<file path="src/bh64_pkg.sv">
`timescale 1ns / 1ps
// ----------------------------------------------------------------------------
// bh64_pkg
// Shared types, constants and helpers for the 64-bit streaming byte hash.
// ----------------------------------------------------------------------------
package bh64_pkg;

  // hash multiplier, split into 32-bit halves for the iterative multiplier
  localparam logic [63:0] HASH_MUL   = 64'hc6a4a793_5bd1e995;
  localparam logic [31:0] MUL_HI     = HASH_MUL[63:32];
  localparam logic [31:0] MUL_LO     = HASH_MUL[31:0];
  localparam int unsigned SHIFT_AMT  = 47;
  localparam logic [63:0] SEED_RESET = 64'h0000_0000_00c7_0697;

  // partial products per 64-bit modular multiply
  localparam int unsigned MUL_STEPS  = 3;

  localparam int unsigned WORD_W     = 64;
  localparam int unsigned NBYTES_W   = 4;
  localparam int unsigned LEN_W      = 32;
  localparam logic [NBYTES_W-1:0] FULL_BYTES = 4'd8;

  // how the back end folds a word
  typedef enum logic [1:0] {
    K_NONE = 2'd0,
    K_PART = 2'd1,
    K_FULL = 2'd2
  } word_kind_t;

  // one classified word in the queue
  typedef struct packed {
    logic [WORD_W-1:0] word;
    word_kind_t        kind;
    logic              first;
    logic              last;
    logic [LEN_W-1:0]  len;
  } item_t;

  // multiplier request and response
  typedef struct packed {
    logic              start;
    logic [WORD_W-1:0] x;
  } mul_req_t;

  typedef struct packed {
    logic              done;
    logic [WORD_W-1:0] res;
  } mul_rsp_t;

  function automatic logic [63:0] xorshift_mix(input logic [63:0] v);
    return v ^ (v >> SHIFT_AMT);
  endfunction

endpackage

</file>
<file path="src/bh64_front.sv">
`timescale 1ns / 1ps
// ----------------------------------------------------------------------------
// bh64_front
// Accepts input beats, drops words outside a message, masks partial words
// and classifies each word for the back end.
// ----------------------------------------------------------------------------
module bh64_front
  import bh64_pkg::*;
(
  input  logic                clk,
  input  logic                rst_n,
  input  logic                in_valid,
  output logic                in_ready,
  input  logic [WORD_W-1:0]   word_data,
  input  logic [NBYTES_W-1:0] valid_bytes,
  input  logic                first_word,
  input  logic                last_word,
  input  logic [LEN_W-1:0]    message_length,
  output logic                push_valid,
  input  logic                push_ready,
  output item_t               push_item
);

  logic                in_msg_r;
  logic                in_msg_nxt;
  logic                accept;
  logic                keep;
  logic [NBYTES_W-1:0] nbytes;
  logic [WORD_W-1:0]   masked;

  assign in_ready = push_ready;
  assign accept   = in_valid & push_ready;
  assign keep     = first_word | in_msg_r;

  // clamp byte count to a full word
  assign nbytes = (valid_bytes > FULL_BYTES) ? FULL_BYTES : valid_bytes;

  // keep only the valid low bytes
  always_comb begin
    for (int i = 0; i < 8; i++) begin
      masked[i*8 +: 8] = (NBYTES_W'(i) < nbytes) ? word_data[i*8 +: 8] : 8'h00;
    end
  end

  // classify and build the queue entry
  always_comb begin
    push_item.word  = masked;
    push_item.first = first_word;
    push_item.last  = last_word;
    push_item.len   = message_length;
    if (nbytes == FULL_BYTES) begin
      push_item.kind = K_FULL;
    end else if (nbytes != '0) begin
      push_item.kind = K_PART;
    end else begin
      push_item.kind = K_NONE;
    end
  end

  assign push_valid = in_valid & keep;

  // open message tracking
  always_comb begin
    in_msg_nxt = in_msg_r;
    if (accept && keep) begin
      in_msg_nxt = ~last_word;
    end
  end

  always_ff @(posedge clk) begin
    if (!rst_n) begin
      in_msg_r <= 1'b0;
    end else begin
      in_msg_r <= in_msg_nxt;
    end
  end

endmodule

</file>
<file path="src/bh64_queue.sv">
`timescale 1ns / 1ps
// ----------------------------------------------------------------------------
// bh64_queue
// Short first-in first-out queue of classified words between front and back.
// ----------------------------------------------------------------------------
module bh64_queue
  import bh64_pkg::*;
#(
  parameter int unsigned DEPTH = 4
)(
  input  logic  clk,
  input  logic  rst_n,
  input  logic  push_valid,
  output logic  push_ready,
  input  item_t push_item,
  output logic  pop_valid,
  input  logic  pop_ready,
  output item_t pop_item
);

  localparam int unsigned AW = (DEPTH > 1) ? $clog2(DEPTH) : 1;
  localparam int unsigned CW = $clog2(DEPTH + 1);

  item_t         mem [DEPTH];
  logic [AW-1:0] wr_ptr_r;
  logic [AW-1:0] wr_ptr_nxt;
  logic [AW-1:0] rd_ptr_r;
  logic [AW-1:0] rd_ptr_nxt;
  logic [CW-1:0] count_r;
  logic [CW-1:0] count_nxt;
  logic          do_push;
  logic          do_pop;

  assign push_ready = (count_r != CW'(DEPTH));
  assign pop_valid  = (count_r != '0);
  assign pop_item   = mem[rd_ptr_r];
  assign do_push    = push_valid & push_ready;
  assign do_pop     = pop_valid & pop_ready;

  // pointer and fill update
  always_comb begin
    wr_ptr_nxt = wr_ptr_r;
    rd_ptr_nxt = rd_ptr_r;
    count_nxt  = count_r;
    if (do_push) begin
      wr_ptr_nxt = (wr_ptr_r == AW'(DEPTH - 1)) ? '0 : wr_ptr_r + 1'b1;
    end
    if (do_pop) begin
      rd_ptr_nxt = (rd_ptr_r == AW'(DEPTH - 1)) ? '0 : rd_ptr_r + 1'b1;
    end
    if (do_push && !do_pop) begin
      count_nxt = count_r + 1'b1;
    end else if (do_pop && !do_push) begin
      count_nxt = count_r - 1'b1;
    end
  end

  always_ff @(posedge clk) begin
    if (!rst_n) begin
      wr_ptr_r <= '0;
      rd_ptr_r <= '0;
      count_r  <= '0;
    end else begin
      wr_ptr_r <= wr_ptr_nxt;
      rd_ptr_r <= rd_ptr_nxt;
      count_r  <= count_nxt;
    end
  end

  // storage
  always_ff @(posedge clk) begin
    if (do_push) begin
      mem[wr_ptr_r] <= push_item;
    end
  end

endmodule

</file>
<file path="src/bh64_mul.sv">
`timescale 1ns / 1ps
// ----------------------------------------------------------------------------
// bh64_mul
// Iterative 64-bit multiply by the hash constant, modulo 2^64, using one
// 32x32 multiplier for every partial product.
// ----------------------------------------------------------------------------
module bh64_mul
  import bh64_pkg::*;
(
  input  logic     clk,
  input  logic     rst_n,
  input  mul_req_t req,
  output mul_rsp_t rsp
);

  localparam logic [1:0] LAST_STEP = 2'(MUL_STEPS - 1);

  logic [63:0] x_r;
  logic [63:0] acc_r;
  logic [63:0] acc_nxt;
  logic [1:0]  cnt_r;
  logic        busy_r;
  logic        done_r;
  logic [31:0] op_a;
  logic [31:0] op_b;
  logic [63:0] prod;

  // pick the partial product for this step
  always_comb begin
    case (cnt_r)
      2'd0: begin
        op_a = x_r[31:0];
        op_b = MUL_LO;
      end
      2'd1: begin
        op_a = x_r[63:32];
        op_b = MUL_LO;
      end
      default: begin
        op_a = x_r[31:0];
        op_b = MUL_HI;
      end
    endcase
  end

  assign prod    = 64'(op_a) * 64'(op_b);
  assign acc_nxt = (cnt_r == 2'd0) ? prod : acc_r + {prod[31:0], 32'h0};

  always_ff @(posedge clk) begin
    if (!rst_n) begin
      busy_r <= 1'b0;
      done_r <= 1'b0;
      cnt_r  <= '0;
    end else begin
      done_r <= 1'b0;
      if (req.start) begin
        busy_r <= 1'b1;
        cnt_r  <= '0;
      end else if (busy_r) begin
        if (cnt_r == LAST_STEP) begin
          busy_r <= 1'b0;
          done_r <= 1'b1;
        end else begin
          cnt_r <= cnt_r + 1'b1;
        end
      end
    end
  end

  // operand and accumulator
  always_ff @(posedge clk) begin
    if (req.start) begin
      x_r <= req.x;
    end
    if (busy_r) begin
      acc_r <= acc_nxt;
    end
  end

  assign rsp.done = done_r;
  assign rsp.res  = acc_r;

endmodule

</file>
<file path="src/bh64_back.sv">
`timescale 1ns / 1ps
// ----------------------------------------------------------------------------
// bh64_back
// Sequencer that folds each queued word into the running hash, finalizes
// the digest and holds it in the output register.
// ----------------------------------------------------------------------------
module bh64_back
  import bh64_pkg::*;
(
  input  logic              clk,
  input  logic              rst_n,
  input  logic              cfg_wr,
  input  logic [63:0]       cfg_seed,
  input  logic              q_valid,
  output logic              q_ready,
  input  item_t             q_item,
  output mul_req_t          mul_req,
  input  mul_rsp_t          mul_rsp,
  output logic              out_valid,
  input  logic              out_ready,
  output logic [WORD_W-1:0] out_digest
);

  typedef enum logic [3:0] {
    S_IDLE,
    S_LEN,
    S_WORD,
    S_PRE1,
    S_PRE2,
    S_FOLD,
    S_LAST,
    S_FIN,
    S_EMIT
  } state_t;

  state_t      state_r;
  state_t      state_nxt;
  item_t       cur_r;
  item_t       cur_nxt;
  logic [63:0] hash_r;
  logic [63:0] hash_nxt;
  logic [63:0] seed_r;
  logic [63:0] seed_nxt;
  logic        out_valid_r;
  logic        out_valid_nxt;
  logic [63:0] out_data_r;
  logic [63:0] out_data_nxt;

  // sequencer
  always_comb begin
    state_nxt     = state_r;
    cur_nxt       = cur_r;
    hash_nxt      = hash_r;
    seed_nxt      = cfg_wr ? cfg_seed : seed_r;
    out_valid_nxt = out_valid_r & ~out_ready;
    out_data_nxt  = out_data_r;
    q_ready       = 1'b0;
    mul_req.start = 1'b0;
    mul_req.x     = '0;
    case (state_r)
      S_IDLE: begin
        if (q_valid) begin
          q_ready = 1'b1;
          cur_nxt = q_item;
          if (q_item.first) begin
            mul_req.start = 1'b1;
            mul_req.x     = 64'(q_item.len);
            state_nxt     = S_LEN;
          end else begin
            state_nxt = S_WORD;
          end
        end
      end
      // seed mixed with length times multiplier
      S_LEN: begin
        if (mul_rsp.done) begin
          hash_nxt  = seed_r ^ mul_rsp.res;
          state_nxt = S_WORD;
        end
      end
      S_WORD: begin
        case (cur_r.kind)
          K_FULL: begin
            mul_req.start = 1'b1;
            mul_req.x     = cur_r.word;
            state_nxt     = S_PRE1;
          end
          K_PART: begin
            mul_req.start = 1'b1;
            mul_req.x     = hash_r ^ cur_r.word;
            state_nxt     = S_FOLD;
          end
          default: begin
            state_nxt = S_LAST;
          end
        endcase
      end
      // premix of a full word
      S_PRE1: begin
        if (mul_rsp.done) begin
          mul_req.start = 1'b1;
          mul_req.x     = xorshift_mix(mul_rsp.res);
          state_nxt     = S_PRE2;
        end
      end
      S_PRE2: begin
        if (mul_rsp.done) begin
          mul_req.start = 1'b1;
          mul_req.x     = hash_r ^ mul_rsp.res;
          state_nxt     = S_FOLD;
        end
      end
      S_FOLD: begin
        if (mul_rsp.done) begin
          hash_nxt  = mul_rsp.res;
          state_nxt = S_LAST;
        end
      end
      S_LAST: begin
        if (cur_r.last) begin
          mul_req.start = 1'b1;
          mul_req.x     = xorshift_mix(hash_r);
          state_nxt     = S_FIN;
        end else begin
          state_nxt = S_IDLE;
        end
      end
      S_FIN: begin
        if (mul_rsp.done) begin
          hash_nxt  = mul_rsp.res;
          state_nxt = S_EMIT;
        end
      end
      // wait for a free output register
      S_EMIT: begin
        if (!out_valid_r || out_ready) begin
          out_valid_nxt = 1'b1;
          out_data_nxt  = xorshift_mix(hash_r);
          state_nxt     = S_IDLE;
        end
      end
      default: begin
        state_nxt = S_IDLE;
      end
    endcase
  end

  always_ff @(posedge clk) begin
    if (!rst_n) begin
      state_r     <= S_IDLE;
      hash_r      <= '0;
      seed_r      <= SEED_RESET;
      out_valid_r <= 1'b0;
    end else begin
      state_r     <= state_nxt;
      hash_r      <= hash_nxt;
      seed_r      <= seed_nxt;
      out_valid_r <= out_valid_nxt;
    end
    cur_r      <= cur_nxt;
    out_data_r <= out_data_nxt;
  end

  assign out_valid  = out_valid_r;
  assign out_digest = out_data_r;

endmodule

</file>
<file path="src/byte_hash_64.sv">
`timescale 1ns / 1ps
// ----------------------------------------------------------------------------
// byte_hash_64
// Streaming 64-bit Murmur-style byte hash with a seed register.
// ----------------------------------------------------------------------------
// Usage:
//   in_* carries message words: word, valid byte count and total length in
//   in_tdata, first-word flag in in_tuser, last-word flag in in_tlast.
//   Words outside an open message are dropped. Each last word yields one
//   digest beat on out_*. cfg_* writes the seed; write it only while idle.
// Work (one shared 32x32 multiplier): a full word is multiplied, mixed,
//   multiplied, folded and multiplied again; a partial word is folded and
//   multiplied; a first word adds the length mix, a last word adds the
//   finalization. A queue of QDEPTH words lets the input run ahead of the hash engine.
// Reset: seed returns to its default, no message is open, queue and output
//   are empty.
// Stall: a held digest blocks the next digest only; words keep entering
//   until the queue fills, then in_tready drops.
// ----------------------------------------------------------------------------
module byte_hash_64
  import bh64_pkg::*;
#(
  parameter int unsigned QDEPTH = 4
)(
  input  logic         clk,
  input  logic         rst_n,
  // config write
  input  logic         cfg_valid,
  output logic         cfg_ready,
  input  logic [63:0]  cfg_data,    // seed
  // input words
  input  logic         in_tvalid,
  output logic         in_tready,
  input  logic [103:0] in_tdata,    // word_data[63:0], valid_bytes[67:64],
                                    // message_length[99:68], zero pad
  input  logic         in_tuser,    // first_word
  input  logic         in_tlast,    // last_word
  // digest out
  output logic         out_tvalid,
  input  logic         out_tready,
  output logic [63:0]  out_tdata    // digest[63:0]
);

  logic     push_valid;
  logic     push_ready;
  item_t    push_item;
  logic     pop_valid;
  logic     pop_ready;
  item_t    pop_item;
  mul_req_t mul_req;
  mul_rsp_t mul_rsp;

  assign cfg_ready = 1'b1;

  // classify incoming beats
  bh64_front u_front (
    .clk            (clk),
    .rst_n          (rst_n),
    .in_valid       (in_tvalid),
    .in_ready       (in_tready),
    .word_data      (in_tdata[63:0]),
    .valid_bytes    (in_tdata[67:64]),
    .first_word     (in_tuser),
    .last_word      (in_tlast),
    .message_length (in_tdata[99:68]),
    .push_valid     (push_valid),
    .push_ready     (push_ready),
    .push_item      (push_item)
  );

  // decoupling queue
  bh64_queue #(
    .DEPTH (QDEPTH)
  ) u_queue (
    .clk        (clk),
    .rst_n      (rst_n),
    .push_valid (push_valid),
    .push_ready (push_ready),
    .push_item  (push_item),
    .pop_valid  (pop_valid),
    .pop_ready  (pop_ready),
    .pop_item   (pop_item)
  );

  // shared multiplier
  bh64_mul u_mul (
    .clk   (clk),
    .rst_n (rst_n),
    .req   (mul_req),
    .rsp   (mul_rsp)
  );

  // hash engine
  bh64_back u_back (
    .clk        (clk),
    .rst_n      (rst_n),
    .cfg_wr     (cfg_valid),
    .cfg_seed   (cfg_data),
    .q_valid    (pop_valid),
    .q_ready    (pop_ready),
    .q_item     (pop_item),
    .mul_req    (mul_req),
    .mul_rsp    (mul_rsp),
    .out_valid  (out_tvalid),
    .out_ready  (out_tready),
    .out_digest (out_tdata)
  );

endmodule

</file>
<file path="config.mk">
export PLATFORM = sky130hd
export DESIGN_NAME = byte_hash_64
export DESIGN_NICKNAME = d
export VERILOG_FILES = /design/src/bh64_pkg.sv /design/src/bh64_front.sv /design/src/bh64_queue.sv /design/src/bh64_mul.sv /design/src/bh64_back.sv /design/src/byte_hash_64.sv
export SDC_FILE = /design/constraint.sdc
export NUM_CORES = 2
export LEC_CHECK = 0
export ABC_AREA = 1
export BUFFER_PORTS_ARGS = -buffer_cell sky130_fd_sc_hd__buf_2
export CAP_MARGIN = 5
export CORE_UTILIZATION = 35
export DETAILED_ROUTE_END_ITERATION = 8
export MAX_ROUTING_LAYER = met4
export PLACE_DENSITY = 0.49
export SLEW_MARGIN = 25
export SYNTH_ARGS = -nofsm -noshare
export SYNTH_HDL_FRONTEND = slang
export SYNTH_HIERARCHICAL = 1
export SYNTH_SLANG_ARGS = --single-unit
</file>
<file path="constraint.sdc">
create_clock -name clk -period 14.9 [get_ports clk]
set_input_delay 2.235 -clock clk [delete_from_list [all_inputs] [get_ports clk]]
set_output_delay 2.235 -clock clk [all_outputs]
set_load 0.03 [all_outputs]
</file>
**After elaboration in Yosys (flattened, before gate mapping)**

Memories as Yosys holds them, arrays and structs flattened. A register that Yosys moved wholly into a read port is not among the register bits.
Index checks and enable logic that the tools add are counted.

- Memories: 1
- Flip-flop bits (word level): 404
- Input bits: 175
- Latch bits: 0
- RAM bits: 400
- ROM bits: 0
- Output and inout bits: 67

Memory list:

| memory | depth | bits a word | read ports | clocked after memory_dff | wr ports | RTL line | text |
|---|---|---|---|---|---|---|---|
| u_queue.mem | 4 | 100 | 1 | 1 | 1 | bh64_queue.sv:24 | `item_t mem [DEPTH];` |

- Order comparisons: 9
- Reductions and logical operators: 22
- Bitwise logic cells: 16
- Div/mod/pow operators: 0
- Add/sub/neg operators: 6
- Shift operators: 0
- Multipliers: 1
- Multiplexer cells: 51
- Equal/unequal tests: 24

Operators by type and width:

| operator | number |
|---|---|
| $mux 65 | 5 |
| $pmux 65 s5 | 1 |
| $mux 64 | 3 |
| $xor 64x64->64 | 3 |
| $pmux 65 s2 | 1 |
| $pmux 64 s2 | 1 |
| $xor 64x17->64 | 2 |
| $add 64x64->64 | 1 |
| $mul 32x32->64 | 1 |
| $mux 32 | 2 |
| $mux 8 | 8 |
| $pmux 4 s9 | 1 |
| $mux 4 | 8 |
| $eq 4x3->1 const B | 4 |
| $lt 3x4->1 const A | 4 |
| $mux 2 | 6 |
| $ne 2x2->1 const B | 6 |
| $mux 1 | 11 |
| $mux 3 | 3 |
| $eq 2x2->1 const B | 4 |
| $eq 4x2->1 const B | 2 |
| $eq 4x4->1 const B | 2 |
| $lt 1x4->1 const A | 2 |
| $lt 2x4->1 const A | 2 |
| other kinds (25) | 46 |

**Longest topological paths before layout**

- Word-level depth: 7
- Depth in mapped cells: 48

**Cells and area by module**

Netlist, hierarchy kept.

By module, submodules not included:

| module | cells each | instances | sequential area each (um^2) | area each (um^2) |
|---|---|---|---|---|
| bh64_mul | 3698 | 1 | 3923.8 | 32311.0 |
| bh64_queue | 1037 | 1 | 12191.7 | 15443.6 |
| bh64_back | 1588 | 1 | 6596.3 | 13215.2 |
| bh64_front | 182 | 1 | 20.0 | 890.9 |
| byte_hash_64 | 2 | 1 | 0.0 | 11.3 |

**Worst setup path before layout**

No wires, ideal clock.

- Path kind: register -> register
- Start: register u_mul.cnt_r[1]
- End: register u_mul.acc_r[63], data pin
- Period minus slack after synthesis: 8.669 ns
- Library setup time: 0.253 ns
- Stages on the path, launching flop included: 43
- Arrival time: 8.416 ns
- Slack: 6.231 ns
- Path through: dfxtp_1 -> inv_1 -> ha_1 -> buf_6 -> buf_6 -> inv_2 -> buf_4 -> nor2_1 -> nor2_1 -> inv_1 -> nor2_1 -> ha_1 -> inv_1 -> fa_1 -> inv_1 -> fa_1 -> inv_1 -> fa_1 -> [... 7 more ...] -> nor2_1 -> nand2_1 -> nor2_1 -> nand2_1 -> nand2_1 -> xor2_1 -> inv_1 -> ha_1 -> clkbuf_1 -> a21o_1 -> nand3_1 -> nand2_1 -> nor2_1 -> o21ai_0 -> a21oi_1 -> nand3_1 -> nand3_1 -> nand2_1

- Longest elaborated chain between the ends: 6

Ends and longest elaborated chain:

| item | RTL line | text |
|---|---|---|
| from (decl) | bh64_mul.sv:21 | `logic [1:0] cnt_r;` |
| from (signal assigned) | bh64_mul.sv:64 | `cnt_r <= cnt_r + 1'b1;` |
| $eq 2x1->1 or $logic_not 2->1 (tied branches) | bh64_mul.sv:30, bh64_mul.sv:47 |  |
| $reduce_or 2->1 (no line) | - |  |
| $mux 32 | bh64_mul.sv:30 | `case (cnt_r)` |
| $mul 32x32->64 | bh64_mul.sv:46 | `assign prod = 64'(op_a) * 64'(op_b);` |
| $add 64x64->64 | bh64_mul.sv:47 | `assign acc_nxt = (cnt_r == 2'd0) ? prod : acc_r + {prod[31:0], 32'h0};` |
| $mux 64 * | bh64_mul.sv:47 |  |
| via u_mul.acc_nxt[63] | bh64_mul.sv:20 | `logic [63:0] acc_nxt;` |
| to (signal assigned) | bh64_mul.sv:76 | `acc_r <= acc_nxt;` |
| to (decl) | bh64_mul.sv:19 | `logic [63:0] acc_r;` |

Mark *: on every way through the listed nets, which the timed path passes. The rest lies on a longest branch.
A chain may end at the register's enable or synchronous reset.

**Final worst setup path**

Same ends and word-level chain as after synthesis.

==> results.tsv <==
metric	value	unit
CP Capture Type	flop	
routability cong.	0.968	
worst skew pair latency	700	ps
Vias	45300	
Crit path top cell by count	fa_1	
Ys Warns	6	
router iterations before antenna repair	5	
fin cells	9051	
dpl hpwl	174000	µm
initial core utilization	35.4	%
r2r setup slk	3840	ps
Final WS setup	3840	ps
Syn Area/Cell	9.51	µm²
Critical Path RT	15340	ps
R2R Path End	u_mul/acc_r[63]$_DFFE_PP_	
critical path fanouts, max	51	
Startpoint Class	flop	
DRC viols	0	
worst hold path type	reg2reg	
register bit total from synthesis	806	
mapped cell area	61900	µm²
port bufs	236	
Total Wirelength	219000	µm
delay-heaviest family, CP	adder cells	
Final Hold Fails	0	
sequential area share after synthesis	36.7	%
nets@finish	7886	
most frequent cells in the layout	1172 x inv_1, 854 x nand2_1, 763 x nor2_1, 659 x edfxtp_1, 608 x fa_1	
Top Ports	242	
clock skew after layout	37.6	ps
final core occ	38.8	%
Worst-path clk slew	70	ps
Unique masters post-synth	56	
Max stage delay on crit path	910	ps
GRT Overall Usage	25.2	%
Mapped Cells	6507	
htree depth	3	
Iter 0 DRT Violations	4016	
Hold Buf Count CTS	0	
R2R Path Start	u_mul/cnt_r[1]$_SDFFE_PP0P_	
hold path cells	2	
Hold Path End	u_back/seed_r[2]$_SDFFE_PN1P_	
Critical Path AT	11500	ps
Max Clock Freq	90.4	MHz
Vias/cell	5.01	
Die Span Y	422	µm
vias in the first global route	45600	
setup violators final	0	
most common cell after layout, fill and taps aside	inv_1	
post-cts resize count	0	
DR WL/cell	24.2	µm
core area	175000	µm²
Setup WS pre-CTS	3980	ps
relative max-transition margin	29.6	%
fin crit share	74.2	%
setup_tns	0	ps
Critical path origin	u_mul/cnt_r[1]$_SDFFE_PP0P_	
Worst Path Buf+Inv	7	
GRT Residual Overflow	0	
max-slew violations	0	
share of layout cells above drive strength 1	8.26	%
largest net degree at the start of global routing	143	
Post-Place Cells	8892	
Slew @ Worst Pin	1050	ps
post-route minimum period	11060	ps
CTS sink cnt	806	
Fill cells	17600	
outcome	completed	
RSZ-0062 raised after global routing	no	
row count	153	
Die X	422	µm
ANT nets after route	0	
first-pass GRT wire length	316000	µm
CTS root buf	clkbuf_16	
CTS tree	done	
Max Cap Violations	0	
# Post-CTS Setup Buffers	0	
TritonCTS Buffers	84	
cell with the largest stage delay on the worst path	nor2_1	
Worst R2R Path Depth	36	
hold_sp	u_back/seed_r[2]$_SDFFE_PN1P_	
initial antenna violation count	10	
DIE AREA	178000	µm²
CP Class	reg2reg	
Area Growth Syn to Fin	9.63	%
CTS max path bufs	3	
## tightest hold or removal path: stages (launching register included)
cell     delay [ps]
dfxtp_1         330
nand2_1          50
nand3_1          50
## area by class of cell
cell class                      instances  area (µm²)  share of cell area (%)
Antenna cell                            4        10.0                  0.0148
Clock buffer                          117        2300                    3.39
Clock inverter                         37         390                   0.575
Inverter                             1195        4490                    6.62
Multi-Input combinational cell       4250       33200                    48.9
Sequential cell                       806       22700                    33.5
Tap cell                             2325        2910                    4.29
Timing Repair Buffer                  317        1820                    2.69
## cell families (layout without fill, tap and decap cells)
family,count (synthesis),after routing,share of synthesized area (%)
simple gates,1993,1993,13.3
buf+inv,1454,1666,9.82
fa+ha+maj,1057,1057,28.8
compound gates,1042,1042,9.20
flops,806,806,36.7
xor+xnor,152,152,2.15
other cells,3,10,0.0182
## state kept, by name (all words and copies together) (netlist names), 2 cells and up, named ones only
register           count
u_back/cur_r          67
u_mul/x_r             64
u_queue/wr_ptr_r       2
u_queue/rd_ptr_r       2
u_back/out_digest     64
u_back/state_r         4
u_mul/cnt_r            2
u_mul/acc_r           64
u_queue/mem          400
u_queue/count_r        3
u_back/hash_r         64
u_back/seed_r         64
## synthesized netlist by cell type, drive strengths merged
library cell	n	share of area, %
dfxtp	147	4.8
nor2	804	5.1
a22oi	2	0.024
a31oi	33	0.33
inv	1194	7.2
a211oi	1	0.012
a21boi	46	0.56
o22ai	100	1.0
conb	3	0.018
o31a	1	0.014
xnor2	32	0.45
clkbuf	111	0.72
xor2	120	1.7
nand3b	13	0.16
fa	608	20
a21o	10	0.12
buf	148	1.8
nor4	1	0.010
a31o	5	0.071
nor3	30	0.27
clkinv	1	0.0061
o21ai	508	4.1
a21oi	301	2.5
o21a	17	0.21
edfxtp	659	32
nand3	216	1.8
o211ai	1	0.012
or2	19	0.19
ha	449	9.1
and2	2	0.020
o21bai	17	0.21
nand4	41	0.41
nand2	867	5.3
## metal layers
| layer | global-route usage [%] | share of wire (%) | wire (µm) | vias to the layer above |
|---|---|---|---|---|
| li1 | - | - | - | 21200 |
| met1 | 33.4 | 44 | 96100 | 22600 |
| met2 | 40.5 | 48 | 104000 | 1285 |
| met3 | 2.84 | 5.2 | 11400 | 256 |
| met4 | 7.72 | 3.3 | 7190 | 0 |
| met5 | - | 0 | 0 | - |
## how the worst max path moves through the flow
stage	slack, ps	end	depth (start not counted)
floorplan	6230	u_mul/acc_r[63]$_DFFE_PP_	42
detailed placement	3980	u_mul/acc_r[63]$_DFFE_PP_	35
CTS	3910	u_mul/acc_r[63]$_DFFE_PP_	35
global placement	4060	u_mul/acc_r[63]$_DFFE_PP_	35
global route	3420	u_mul/acc_r[63]$_DFFE_PP_	37
finish	3840	u_mul/acc_r[63]$_DFFE_PP_	36
## per-stage QoR
step	hold slack (ps)	area, µm²
floorplan	429	61900
global placement	446	65100
detailed placement	448	65100
CTS	464	67800
global route	486	67800
finish	463	67800
Power is not shown: default switching activity piles up to over one toggle a cycle in this logic, so the estimate is an artifact.
